$ cat src/hw/rtl/dense_layer_forward_mac_macros.svh
// Assertion macros shared by the dense layer forward MAC RTL.
// Depends on nothing; files that assert include this header by name.
`ifndef DENSE_LAYER_FORWARD_MAC_MACROS_SVH
`define DENSE_LAYER_FORWARD_MAC_MACROS_SVH

// Same-cycle implication, disabled while reset is held.
`define DLF_ASSERT_SAME(label, clk, rstn, ante, cons, msg) \
    label: assert property (@(posedge clk) disable iff (!rstn) (ante) |-> (cons)) \
        else $error(msg);

// Next-cycle implication, disabled while reset is held.
`define DLF_ASSERT_NEXT(label, clk, rstn, ante, cons, msg) \
    label: assert property (@(posedge clk) disable iff (!rstn) (ante) |=> (cons)) \
        else $error(msg);

`endif

$ cat src/hw/rtl/dlf_pkg.sv
// Package for the dense layer forward MAC: sizes, codes, queue entry type.
// Depends on nothing; used by every module of the block.
`default_nettype none

package dlf_pkg;

    localparam int MAX_INPUTS  = 64;
    localparam int MAX_OUTPUTS = 64;
    localparam int DATA_W      = 16;
    localparam int ACC_W       = 40;
    localparam int FRAC_W      = DATA_W - 4;
    localparam int IN_IDX_W    = $clog2(MAX_INPUTS);
    localparam int OUT_IDX_W   = $clog2(MAX_OUTPUTS);
    localparam int CFG_W       = 7;
    localparam int CFG_IDX_W   = 2;
    localparam int WADDR_W     = IN_IDX_W + OUT_IDX_W;
    localparam int Q_W         = ACC_W - FRAC_W;
    localparam int QUEUE_DEPTH = 4;
    localparam int QPTR_W      = $clog2(QUEUE_DEPTH);

    // Input item kinds.
    typedef enum logic [1:0] {
        KIND_WEIGHT = 2'd0,
        KIND_BIAS   = 2'd1,
        KIND_ELEM   = 2'd2
    } kind_t;

    // Configuration register indexes.
    typedef enum logic [CFG_IDX_W-1:0] {
        REG_ACTIVE_INPUTS  = 2'd0,
        REG_ACTIVE_OUTPUTS = 2'd1
    } reg_idx_t;

    // Operations passed from the front end to the back end.
    typedef enum logic [1:0] {
        OP_WEIGHT = 2'd0,
        OP_BIAS   = 2'd1,
        OP_ELEM   = 2'd2
    } op_t;

    // Back end sequencer states.
    typedef enum logic [2:0] {
        S_IDLE,
        S_MAC,
        S_DRAIN,
        S_FIN_RD,
        S_FIN_SUM,
        S_FIN_OUT
    } state_t;

    typedef struct packed {
        op_t                     op;
        logic [IN_IDX_W-1:0]     in_idx;
        logic [OUT_IDX_W-1:0]    out_idx;
        logic signed [DATA_W-1:0] value;
        logic                    last;
    } entry_t;

    // Queue status seen by the back end: empty flag and head entry.
    typedef struct packed {
        logic   empty;
        entry_t head;
    } queue_stat_t;

    // Clamp a count register to 1..max.
    function automatic logic [CFG_W-1:0] clamp_count(input logic [CFG_W-1:0] v,
                                                     input logic [CFG_W-1:0] max);
        logic [CFG_W-1:0] r;
        if (v == '0) begin
            r = CFG_W'(1);
        end else if (v > max) begin
            r = max;
        end else begin
            r = v;
        end
        return r;
    endfunction

endpackage

`default_nettype wire

$ cat src/hw/rtl/dlf_front.sv
// Front end: configuration registers and classification of input items.
// Depends on dlf_pkg.
`default_nettype none

module dlf_front
    import dlf_pkg::*;
(
    input  wire logic                     aclk,
    input  wire logic                     aresetn,
    input  wire logic                     cfg_wr_en,
    input  wire logic [CFG_IDX_W-1:0]     cfg_index,
    input  wire logic [CFG_W-1:0]         cfg_data,
    input  wire logic                     s_valid,
    output logic                          s_ready,
    input  wire logic [1:0]               s_kind,
    input  wire logic [IN_IDX_W-1:0]      s_input_index,
    input  wire logic [OUT_IDX_W-1:0]     s_output_index,
    input  wire logic signed [DATA_W-1:0] s_value,
    input  wire logic                     q_full,
    output logic                          q_push,
    output entry_t                        q_entry,
    output logic [CFG_W-1:0]              active_outputs
);

    localparam logic [CFG_W-1:0] MaxIn  = CFG_W'(MAX_INPUTS);
    localparam logic [CFG_W-1:0] MaxOut = CFG_W'(MAX_OUTPUTS);

    logic [CFG_W-1:0] act_in_reg;
    logic [CFG_W-1:0] act_out_reg;
    logic             keep;
    logic [CFG_W-1:0] idx_ext;

    // Count registers, clamped on write.
    always_ff @(posedge aclk) begin
        if (!aresetn) begin
            act_in_reg  <= MaxIn;
            act_out_reg <= MaxOut;
        end else if (cfg_wr_en) begin
            case (reg_idx_t'(cfg_index))
                REG_ACTIVE_INPUTS:  act_in_reg  <= clamp_count(cfg_data, MaxIn);
                REG_ACTIVE_OUTPUTS: act_out_reg <= clamp_count(cfg_data, MaxOut);
                default: ;
            endcase
        end
    end

    assign active_outputs = act_out_reg;
    assign idx_ext        = CFG_W'(s_input_index);

    // Classify the item; unknown kinds and elements past the vector are dropped.
    always_comb begin
        q_entry.in_idx  = s_input_index;
        q_entry.out_idx = s_output_index;
        q_entry.value   = s_value;
        q_entry.last    = (idx_ext == act_in_reg - CFG_W'(1));
        case (kind_t'(s_kind))
            KIND_WEIGHT: begin
                q_entry.op = OP_WEIGHT;
                keep       = 1'b1;
            end
            KIND_BIAS: begin
                q_entry.op = OP_BIAS;
                keep       = 1'b1;
            end
            KIND_ELEM: begin
                q_entry.op = OP_ELEM;
                keep       = (idx_ext < act_in_reg);
            end
            default: begin
                q_entry.op = OP_ELEM;
                keep       = 1'b0;
            end
        endcase
    end

    // A transfer completes whenever the queue has room; dropped items just vanish.
    assign s_ready = !q_full;
    assign q_push  = s_valid && s_ready && keep;

endmodule

`default_nettype wire

$ cat config.mk
export PLATFORM = sky130hd
export DESIGN_NAME = dlf_front
export DESIGN_NICKNAME = d
export VERILOG_FILES = /design/src/hw/rtl/dense_layer_forward_mac_macros.svh /design/src/hw/rtl/dlf_pkg.sv /design/src/hw/rtl/dlf_front.sv
export SDC_FILE = /design/constraint.sdc
export NUM_CORES = 1
export LEC_CHECK = 0
export BUFFER_PORTS_ARGS = -buffer_cell sky130_fd_sc_hd__buf_2
export CAP_MARGIN = 10
export CORE_ASPECT_RATIO = 0.7
export CORE_MARGIN = 2
export CORE_UTILIZATION = 40
export CTS_CLUSTER_SIZE = 12
export DETAILED_ROUTE_END_ITERATION = 10
export PLACE_DENSITY = 0.8
export SYNTH_ARGS = -nofsm -noshare
export SYNTH_HDL_FRONTEND = slang
export SYNTH_SLANG_ARGS = --single-unit
$ cat constraint.sdc
create_clock -name aclk -period 5.05 [get_ports aclk]
set_input_delay 1.01 -clock aclk [delete_from_list [all_inputs] [get_ports aclk]]
set_output_delay 1.01 -clock aclk [all_outputs]
set_load 0.02 [all_outputs]
==> run metrics <==
Hold Vio Cnt, Final 0; crit path max fanout 3; Worst Setup Start Kind input pin; post-cts sizing count 0; layout cells sized above 1 between 30 and 40%; H-tree depth 1; GRT met3 Usage 5.12%; Worst Setup SP s_input_index[1]; chip width just under 70 um; area leader, netlist dfxtp_1; Area contributors post-synth dfxtp_1 25%, buf_4 18%, nor2b_1 10%; post-layout min period roughly 3.4 ns; residual DRC count 0; number of synthesized flops with an enable pin 0; # Post-CTS Setup Buffers 0; Sink Count 14; Worst Hold Launch active_outputs[6]; Ports 84; Required @ worst endpoint 4.04 ns; leak pwr between 0.5 and 0.6 nW; fillers 276; first-pass GRT wire length about 3700 um; Avg Cell Area, Syn approximately 8.0 um2; top cell type's share of synthesized area 24.6%; Layout Nets 206; dpl cell area approximately 0.0012 mm2; pwr dens about 230 mW/mm2; number of routed nets with antenna violations 0; final worst path period share about two thirds; RSZ-0062 raised after global routing no; Max VDD drop between 100 and 150 uV; Die ar. 0.00330 mm2; CTS Hold Bufs 0; drt via density ~4.8; internal power approximately 0.21 mW; count leader, synth buf_4; largest net degree at the start of global routing 15; initial antenna violation count 0; Final Instance Area roughly 0.0012 mm2; Root Buffer clkbuf_8; worst r2r src act_in_reg[2]; final setup fails 0; total number of vias around 900; Worst-Skew Late Latency around 0.24 ns; routed wire length approximately 2200 um; Syn-to-layout area delta 6.59%; YS warnings 0; Peak Freq roughly 290 MHz; worst-case clock skew 0 ns; Mapped Area ~0.0011 mm2; Row Count 16; final core utilization 44.0%; Wirelength per Cell between 10 and 15 um; Core ar. around 0.0028 mm2; status complete, no violations; post-synthesis sequential area ratio 24.6%; vias in the first global route between 800 and 900; die height between 40 and 50 um; initial DRC count 11; combinational share of power 20.3%; All-Layer GR Usage between 10% and 20%; crit path kind in -> out; pin slew with the least headroom to its limit 0.469 ns; Mapped Nets between 150 and 200; count of different cell masters after synthesis 27; Net Sw Power approximately 0.074 mW; Worst Setup End Kind output pin; Max-Slew Margin vs Limit 68.7%; Max-cap violations 0; CTS buffer count 3; maximum clock insertion buffer count 2; top cells by count, synth 28 x buf_4, 19 x nor2b_1, 14 x dfxtp_1, 14 x nor2_1, 10 x a21oi_1; met2 usage a little over a fifth; worst hold path class reg -> reg; Inserted Diodes 0; Worst-path clk slew approximately 0.060 ns; total negative slack 0 ns; CTS tree done; Worst Path Arrival around 2.4 ns; ys flop type dfxtp_1; busiest layer in global routing met2; Initial Utilization between 40 and 50%; Pre-Repair DR Iteration Count 4; Reg power frac 40.8%; asr flop ratio synth 0%; met1 Usage GRT between 10% and 20%; Clk network pwr share between 30% and 40%; flops & latches, synth 14; RD Place Congestion 0.716; total gr overflow 0; switching part of the total about a quarter; number of port buffers 39; dpl hpwl about 1800 um; Gate Count Post-Synth 142; fin. max-slew vios 0
==> final cells by class <==
cell class | instances | area, um2 | share of cell area, %
timing repair buffer | 40 | 203 | 16.7
inverter | 9 | 33.8 | 2.78
sequential | 14 | 280 | 23.1
tap | 36 | 45.0 | 3.71
clock buffer | 4 | 55.1 | 4.53
multi-input combinational | 87 | 598 | 49.2
==> worst paths after layout <==
kind                            slack, ns  cells past startpoint                end
worst max-delay path                 1.65                      8             q_push
worst max register to register       4.19                      4      act_in_reg[2]
worst min-delay path                 0.50                      2  active_outputs[6]
worst min register to register       0.50                      2  active_outputs[6]
==> layer usage <==
layer	part of all wire, %	up-vias
li1	-	467
met1	48	386
met2	41	40
met3	8.8	10
met4	3.0	0
met5	0	-
==> metrics by stage <==
step	power (mW)	setup WS, ns	instances	hold WS [ns]
finish	0.282	1.65	190	0.496
floorplan	0.182	1.77	142	0.505
global route	0.297	1.47	190	0.518
detailed placement	0.175	1.62	186	0.478
CTS	0.285	1.61	190	0.494
global placement	0.174	1.67	186	0.461
==> logic make-up (layout without fill, tap and decap cells) <==
family                     count (synthesis)  after routing  share of synthesized area (%)
xor gates and xnor gates                   6              6                           4.61
AOI/OAI and AO/OA                         18             18                           9.66
and+or+nand+nor                           49             49                           24.4
muxes                                      7              7                           6.15
buffers and inverters                     41             53                           22.9
DFF                                       14             14                           24.6
adders and majority gates                  7              7                           7.68
==> critical path, stage by stage <==
cell and delay, ns:
buf_2 0.12, ha_1 0.27, nor2b_1 0.14, o21a_1 0.17
o21ai_0 0.21, a21oi_1 0.10, nor3b_1 0.18, buf_2 0.19
==> power by group through the flow <==
stage	sequential, mW	clock, mW	combinational [mW]
final	0.115	0.110	0.0574
after global routing	0.116	0.117	0.0645
after CTS	0.115	0.112	0.0579
after detailed placement	0.118	0	0.0575
after global placement	0.118	0	0.0563
after floorplan	0.119	0	0.0629
==> layout by cell type (no fill, tap or decap) <==
master and count:
o21a_1 1, o21ai_1 1, o311ai_1 1, nor3_2 1
nor3b_4 1, xnor2_1 6, buf_4 1, a221oi_2 1
buf_2 39, nor3_1 3, inv_1 9, or3_1 1
nor2b_1 19, nand3_1 2, nand3b_1 1, nor2_1 14
a21oi_1 10, dfxtp_1 14, mux2i_1 7, ha_1 7
o221ai_1 1, nor3b_1 2, o21ai_0 3, and3_1 1
nand2_1 3, clkbuf_8 4, nand4_1 1
(Power assumes the default switching activity.)
