## src/hw/rtl/dense_layer_forward_mac_macros.svh

```systemverilog
// Assertion macros shared by the dense layer forward MAC RTL.
// Depends on nothing; files that assert include this header by name.
`ifndef DENSE_LAYER_FORWARD_MAC_MACROS_SVH
`define DENSE_LAYER_FORWARD_MAC_MACROS_SVH

// Same-cycle implication, disabled while reset is held.
`define DLF_ASSERT_SAME(label, clk, rstn, ante, cons, msg) \
    label: assert property (@(posedge clk) disable iff (!rstn) (ante) |-> (cons)) \
        else $error(msg);

// Next-cycle implication, disabled while reset is held.
`define DLF_ASSERT_NEXT(label, clk, rstn, ante, cons, msg) \
    label: assert property (@(posedge clk) disable iff (!rstn) (ante) |=> (cons)) \
        else $error(msg);

`endif

```

## src/hw/rtl/dlf_pkg.sv

```systemverilog
// Package for the dense layer forward MAC: sizes, codes, queue entry type.
// Depends on nothing; used by every module of the block.
`default_nettype none

package dlf_pkg;

    localparam int MAX_INPUTS  = 64;
    localparam int MAX_OUTPUTS = 64;
    localparam int DATA_W      = 16;
    localparam int ACC_W       = 40;
    localparam int FRAC_W      = DATA_W - 4;
    localparam int IN_IDX_W    = $clog2(MAX_INPUTS);
    localparam int OUT_IDX_W   = $clog2(MAX_OUTPUTS);
    localparam int CFG_W       = 7;
    localparam int CFG_IDX_W   = 2;
    localparam int WADDR_W     = IN_IDX_W + OUT_IDX_W;
    localparam int Q_W         = ACC_W - FRAC_W;
    localparam int QUEUE_DEPTH = 4;
    localparam int QPTR_W      = $clog2(QUEUE_DEPTH);

    // Input item kinds.
    typedef enum logic [1:0] {
        KIND_WEIGHT = 2'd0,
        KIND_BIAS   = 2'd1,
        KIND_ELEM   = 2'd2
    } kind_t;

    // Configuration register indexes.
    typedef enum logic [CFG_IDX_W-1:0] {
        REG_ACTIVE_INPUTS  = 2'd0,
        REG_ACTIVE_OUTPUTS = 2'd1
    } reg_idx_t;

    // Operations passed from the front end to the back end.
    typedef enum logic [1:0] {
        OP_WEIGHT = 2'd0,
        OP_BIAS   = 2'd1,
        OP_ELEM   = 2'd2
    } op_t;

    // Back end sequencer states.
    typedef enum logic [2:0] {
        S_IDLE,
        S_MAC,
        S_DRAIN,
        S_FIN_RD,
        S_FIN_SUM,
        S_FIN_OUT
    } state_t;

    typedef struct packed {
        op_t                     op;
        logic [IN_IDX_W-1:0]     in_idx;
        logic [OUT_IDX_W-1:0]    out_idx;
        logic signed [DATA_W-1:0] value;
        logic                    last;
    } entry_t;

    // Queue status seen by the back end: empty flag and head entry.
    typedef struct packed {
        logic   empty;
        entry_t head;
    } queue_stat_t;

    // Clamp a count register to 1..max.
    function automatic logic [CFG_W-1:0] clamp_count(input logic [CFG_W-1:0] v,
                                                     input logic [CFG_W-1:0] max);
        logic [CFG_W-1:0] r;
        if (v == '0) begin
            r = CFG_W'(1);
        end else if (v > max) begin
            r = max;
        end else begin
            r = v;
        end
        return r;
    endfunction

endpackage

`default_nettype wire

```

## src/hw/rtl/dlf_queue.sv

```systemverilog
// Short queue of classified items between the front end and the back end.
// Depends on dlf_pkg.
`default_nettype none

module dlf_queue
    import dlf_pkg::*;
(
    input  wire logic   aclk,
    input  wire logic   aresetn,
    input  wire logic   push,
    input  entry_t      push_entry,
    output logic        full,
    input  wire logic   pop,
    output queue_stat_t stat
);

    entry_t            store_reg [QUEUE_DEPTH];
    logic [QPTR_W-1:0] wr_ptr_reg;
    logic [QPTR_W-1:0] rd_ptr_reg;
    logic [QPTR_W:0]   count_reg;

    // Entry storage needs no reset.
    always_ff @(posedge aclk) begin
        if (push) begin
            store_reg[wr_ptr_reg] <= push_entry;
        end
    end

    // Pointers and occupancy.
    always_ff @(posedge aclk) begin
        if (!aresetn) begin
            wr_ptr_reg <= '0;
            rd_ptr_reg <= '0;
            count_reg  <= '0;
        end else begin
            if (push) begin
                wr_ptr_reg <= wr_ptr_reg + QPTR_W'(1);
            end
            if (pop) begin
                rd_ptr_reg <= rd_ptr_reg + QPTR_W'(1);
            end
            if (push && !pop) begin
                count_reg <= count_reg + (QPTR_W+1)'(1);
            end else if (pop && !push) begin
                count_reg <= count_reg - (QPTR_W+1)'(1);
            end
        end
    end

    assign full       = (count_reg == (QPTR_W+1)'(QUEUE_DEPTH));
    assign stat.empty = (count_reg == '0);
    assign stat.head  = store_reg[rd_ptr_reg];

endmodule

`default_nettype wire

```

## config.mk

```make
export PLATFORM = sky130hd
export DESIGN_NAME = dlf_queue
export DESIGN_NICKNAME = d
export VERILOG_FILES = /design/src/hw/rtl/dense_layer_forward_mac_macros.svh /design/src/hw/rtl/dlf_pkg.sv /design/src/hw/rtl/dlf_queue.sv
export SDC_FILE = /design/constraint.sdc
export NUM_CORES = 1
export LEC_CHECK = 0
export ABC_AREA = 1
export BUFFER_PORTS_ARGS = -buffer_cell sky130_fd_sc_hd__buf_2
export CORE_MARGIN = 4
export CORE_UTILIZATION = 40
export CTS_CLUSTER_DIAMETER = 150
export DETAILED_ROUTE_END_ITERATION = 10
export SKIP_CTS_REPAIR_TIMING = 1
export SLEW_MARGIN = 20
export SYNTH_ARGS = -nofsm -noshare
export SYNTH_HDL_FRONTEND = slang
export SYNTH_SLANG_ARGS = --single-unit
```

## constraint.sdc

```tcl
create_clock -name aclk -period 1.5 [get_ports aclk]
set_clock_uncertainty 0.05 [all_clocks]
set_input_delay 0.3 -clock aclk [delete_from_list [all_inputs] [get_ports aclk]]
set_output_delay 0.3 -clock aclk [all_outputs]
set_load 0.02 [all_outputs]
```

==> metrics.txt <==
# TYPE chip_impl_metric gauge
chip_impl_info{name="status",value="finished with violations"} 1
chip_impl_info{name="failed_checks",value="setup timing"} 1
chip_impl_metric{name="timing_hold_violations_final",unit=""} 0
chip_impl_info{name="buffer_type_at_the_clock_tree_root",value="clkbuf_16"} 1
chip_impl_metric{name="global_route.overflow_total",unit=""} 0
chip_impl_metric{name="final.period_utilization",unit=""} 1.26
chip_impl_metric{name="largest_register_ffs",unit=""} 124
chip_impl_metric{name="vias_in_the_first_global_route",unit=""} 3185
chip_impl_metric{name="timing.hold.ws",unit="ps"} 54.1
chip_impl_metric{name="max-cap-violations",unit=""} 0
chip_impl_metric{name="residual_drc_count",unit=""} 0
chip_impl_metric{name="max-clock-path-buffers",unit=""} 2
chip_impl_info{name="kind_of_launch_point_of_the_worst_setup_path",value="flip-flop"} 1
chip_impl_metric{name="coreArea",unit="um2"} 12200
chip_impl_metric{name="dpl.hpwl",unit="um"} 6750
chip_impl_metric{name="post_synth.cell_area_avg",unit="um2"} 14.2
chip_impl_metric{name="placed_cells_incl_taps",unit=""} 603
chip_impl_metric{name="placement.cell_area",unit="um2"} 5790
chip_impl_metric{name="critical_path_required",unit="ps"} 1150
chip_impl_metric{name="cts.sink_count",unit=""} 133
chip_impl_metric{name="data_arrival_time_of_the_critical_path",unit="ps"} 1530
chip_impl_metric{name="global_router_s_overall_resource_usage",unit=""} 0.153
chip_impl_metric{name="detail-route-antenna-nets",unit=""} 0
chip_impl_metric{name="grt_antenna_before_repair",unit=""} 0
chip_impl_metric{name="postLayoutCellArea",unit="um2"} 6990
chip_impl_metric{name="largest_fanout_of_any_net_on_the_critical_path",unit=""} 6
chip_impl_metric{name="postSynthRegisterBits",unit=""} 133
chip_impl_metric{name="clock_buffers_created_by_tritoncts",unit=""} 17
chip_impl_info{name="critical_r2r_launch",value="wr_ptr_reg[1]$_SDFFE_PN0P_"} 1
chip_impl_metric{name="synthesis.instances",unit=""} 358
chip_impl_metric{name="initial_utilization",unit=""} 0.416
chip_impl_info{name="final_common_cell",value="edfxtp_1"} 1
chip_impl_metric{name="die_w",unit="um"} 121
chip_impl_info{name="synth-main-ff-cell",value="edfxtp_1"} 1
chip_impl_metric{name="grt_pass1_wl",unit="um"} 16700
chip_impl_metric{name="placement.io_buffers",unit=""} 67
chip_impl_metric{name="fp.dieArea",unit="um2"} 14600
chip_impl_metric{name="diodes",unit=""} 0
chip_impl_info{name="hp-class",value="in -> reg"} 1
chip_impl_metric{name="worstSkewPairLatency",unit="ps"} 410
chip_impl_metric{name="ioPinCount",unit=""} 68
chip_impl_metric{name="netlist_area",unit="um2"} 5080
chip_impl_info{name="cts_tree",value="built"} 1
chip_impl_metric{name="relSlewSlack",unit=""} 0.801
chip_impl_metric{name="drtIter0Drc",unit=""} 170
chip_impl_metric{name="postSynth.asyncResetShare",unit=""} 0
chip_impl_metric{name="cts.reportedPaths.clkPinSlew",unit="ps"} 60
chip_impl_metric{name="setup_ws",unit="ps"} -383
chip_impl_metric{name="grt_start_max_net_pins",unit=""} 26
chip_impl_metric{name="via_count",unit=""} 3235
chip_impl_metric{name="setup_viol_count_final",unit=""} 31
chip_impl_metric{name="final_layout_size_suffix_gt1_frac",unit=""} 0.442
chip_impl_metric{name="post-route-util",unit=""} 0.572
chip_impl_metric{name="tightest_slew",unit="ps"} 299
chip_impl_metric{name="final_max_slew_viol_count",unit=""} 0
chip_impl_metric{name="synth-warning-count",unit=""} 0
chip_impl_metric{name="drt_first_pass_iters",unit=""} 4
chip_impl_metric{name="placementRows",unit=""} 40
chip_impl_metric{name="synthesis.nets",unit=""} 399
chip_impl_metric{name="synthDistinctLibCells",unit=""} 19
chip_impl_metric{name="final_period_minus_worst_setup_slack",unit="ps"} 1880
chip_impl_info{name="timing_worst_setup_path_type",value="reg -> out"} 1
chip_impl_metric{name="ir_drop",unit="V"} 0.000825
chip_impl_metric{name="final-instance-count-excl-fill",unit=""} 643
chip_impl_metric{name="chipHeight",unit="um"} 121
chip_impl_metric{name="cts_max_level",unit=""} 4
chip_impl_metric{name="gpl.final_weighted_congestion",unit=""} 0.700
chip_impl_info{name="rsz0062_at_grt",value="yes"} 1
chip_impl_metric{name="viasPerCell",unit=""} 5.03
chip_impl_info{name="mostFrequentLayoutCells",value="edfxtp_1, nor2_1, buf_2"} 1
chip_impl_metric{name="postRouteWirelength",unit="um"} 11000
chip_impl_metric{name="max_freq",unit="GHz"} 0.531
chip_impl_info{name="hold_start",value="push_entry[27]"} 1
chip_impl_metric{name="synth_seq_area_share",unit=""} 0.768
chip_impl_metric{name="p_leak",unit="nW"} 2.53
chip_impl_info{name="setup.worst_path.end_class",value="output pin"} 1
chip_impl_metric{name="power.density",unit="nW/um2"} 1370
chip_impl_metric{name="detail_route.wl_per_cell",unit="um"} 17.0
chip_impl_metric{name="synth-edff-count",unit=""} 124
chip_impl_metric{name="synth_to_final_area_change",unit="%"} 37.5
chip_impl_metric{name="finish.net_count",unit=""} 504
==> per-layer routing <==
layer | GRT usage | vias up | part of all wire
met5 | 0 | - | 0
met4 | 0.0595 | 0 | 0.014
met3 | 0.0500 | 13 | 0.046
met2 | 0.253 | 82 | 0.50
met1 | 0.187 | 1589 | 0.44
li1 | - | 1551 | -
==> logic make-up after synthesis <==
kind of cell               Yosys count  share of synthesized area
AOI/OAI and AO/OA                  103                      0.109
adders and majority gates            6                     0.0162
buffers and inverters               36                     0.0465
DFF                                133                      0.768
and+or+nand+nor                     80                     0.0603
==> critical path, cell delays in order (launching register included) <==
cell	delay, ps
dfxtp_4	430
buf_12	140
buf_12	120
o21ai_2	60
o22ai_2	220
buf_6	150
==> power breakdown <==
part	internal, W	switching (W)	leakage [nW]
Clock	0.00257	0.00141	0.279
Combinational	0.000559	0.000704	1.03
Sequential	0.00424	0.0000774	1.22
==> cell type report <==
cell class,count,area [um2]
fill,980,5220
tap,168,210
clock buffer,19,433
timing repair buffer,105,962
clock inverter,12,138
sequential,133,3920
multi-input combinational,189,1230
inverter,17,93.8
==> cell usage after synthesis (all sizes together) (2+ instances only) <==
| cell type | n | area [um2] |
|---|---|---|
| a21oi | 4 | 20.0 |
| buf | 19 | 165 |
| dfxtp | 9 | 180 |
| edfxtp | 124 | 3720 |
| ha | 5 | 62.6 |
| inv | 17 | 71.3 |
| nand2 | 9 | 33.8 |
| nor2 | 67 | 251 |
| nor3 | 2 | 10.0 |
| o21ai | 68 | 340 |
| o22ai | 31 | 194 |
==> worst paths after layout <==
kind                                      to  cells past startpoint  slack [ps]
setup / recovery                     stat[0]                      5        -380
hold / removal    store_reg[0][27]$_DFFE_PP_                      1          50
setup reg to reg  store_reg[3][15]$_DFFE_PP_                      4         140
hold reg to reg                    flip-flop                      1         410
==> per-stage QoR <==
stage	total power, W	TNS, ps	setup slack (ps)
global route	0.00994	-12850	-447
global placement	0.00531	-43.6	-28.1
CTS	0.00933	-13440	-499
detailed placement	0.00533	-233	-68.9
finish	0.00956	-10760	-383
floorplan	0.00493	0	1.74
Note: power is estimated with default switching activity, not from simulation.
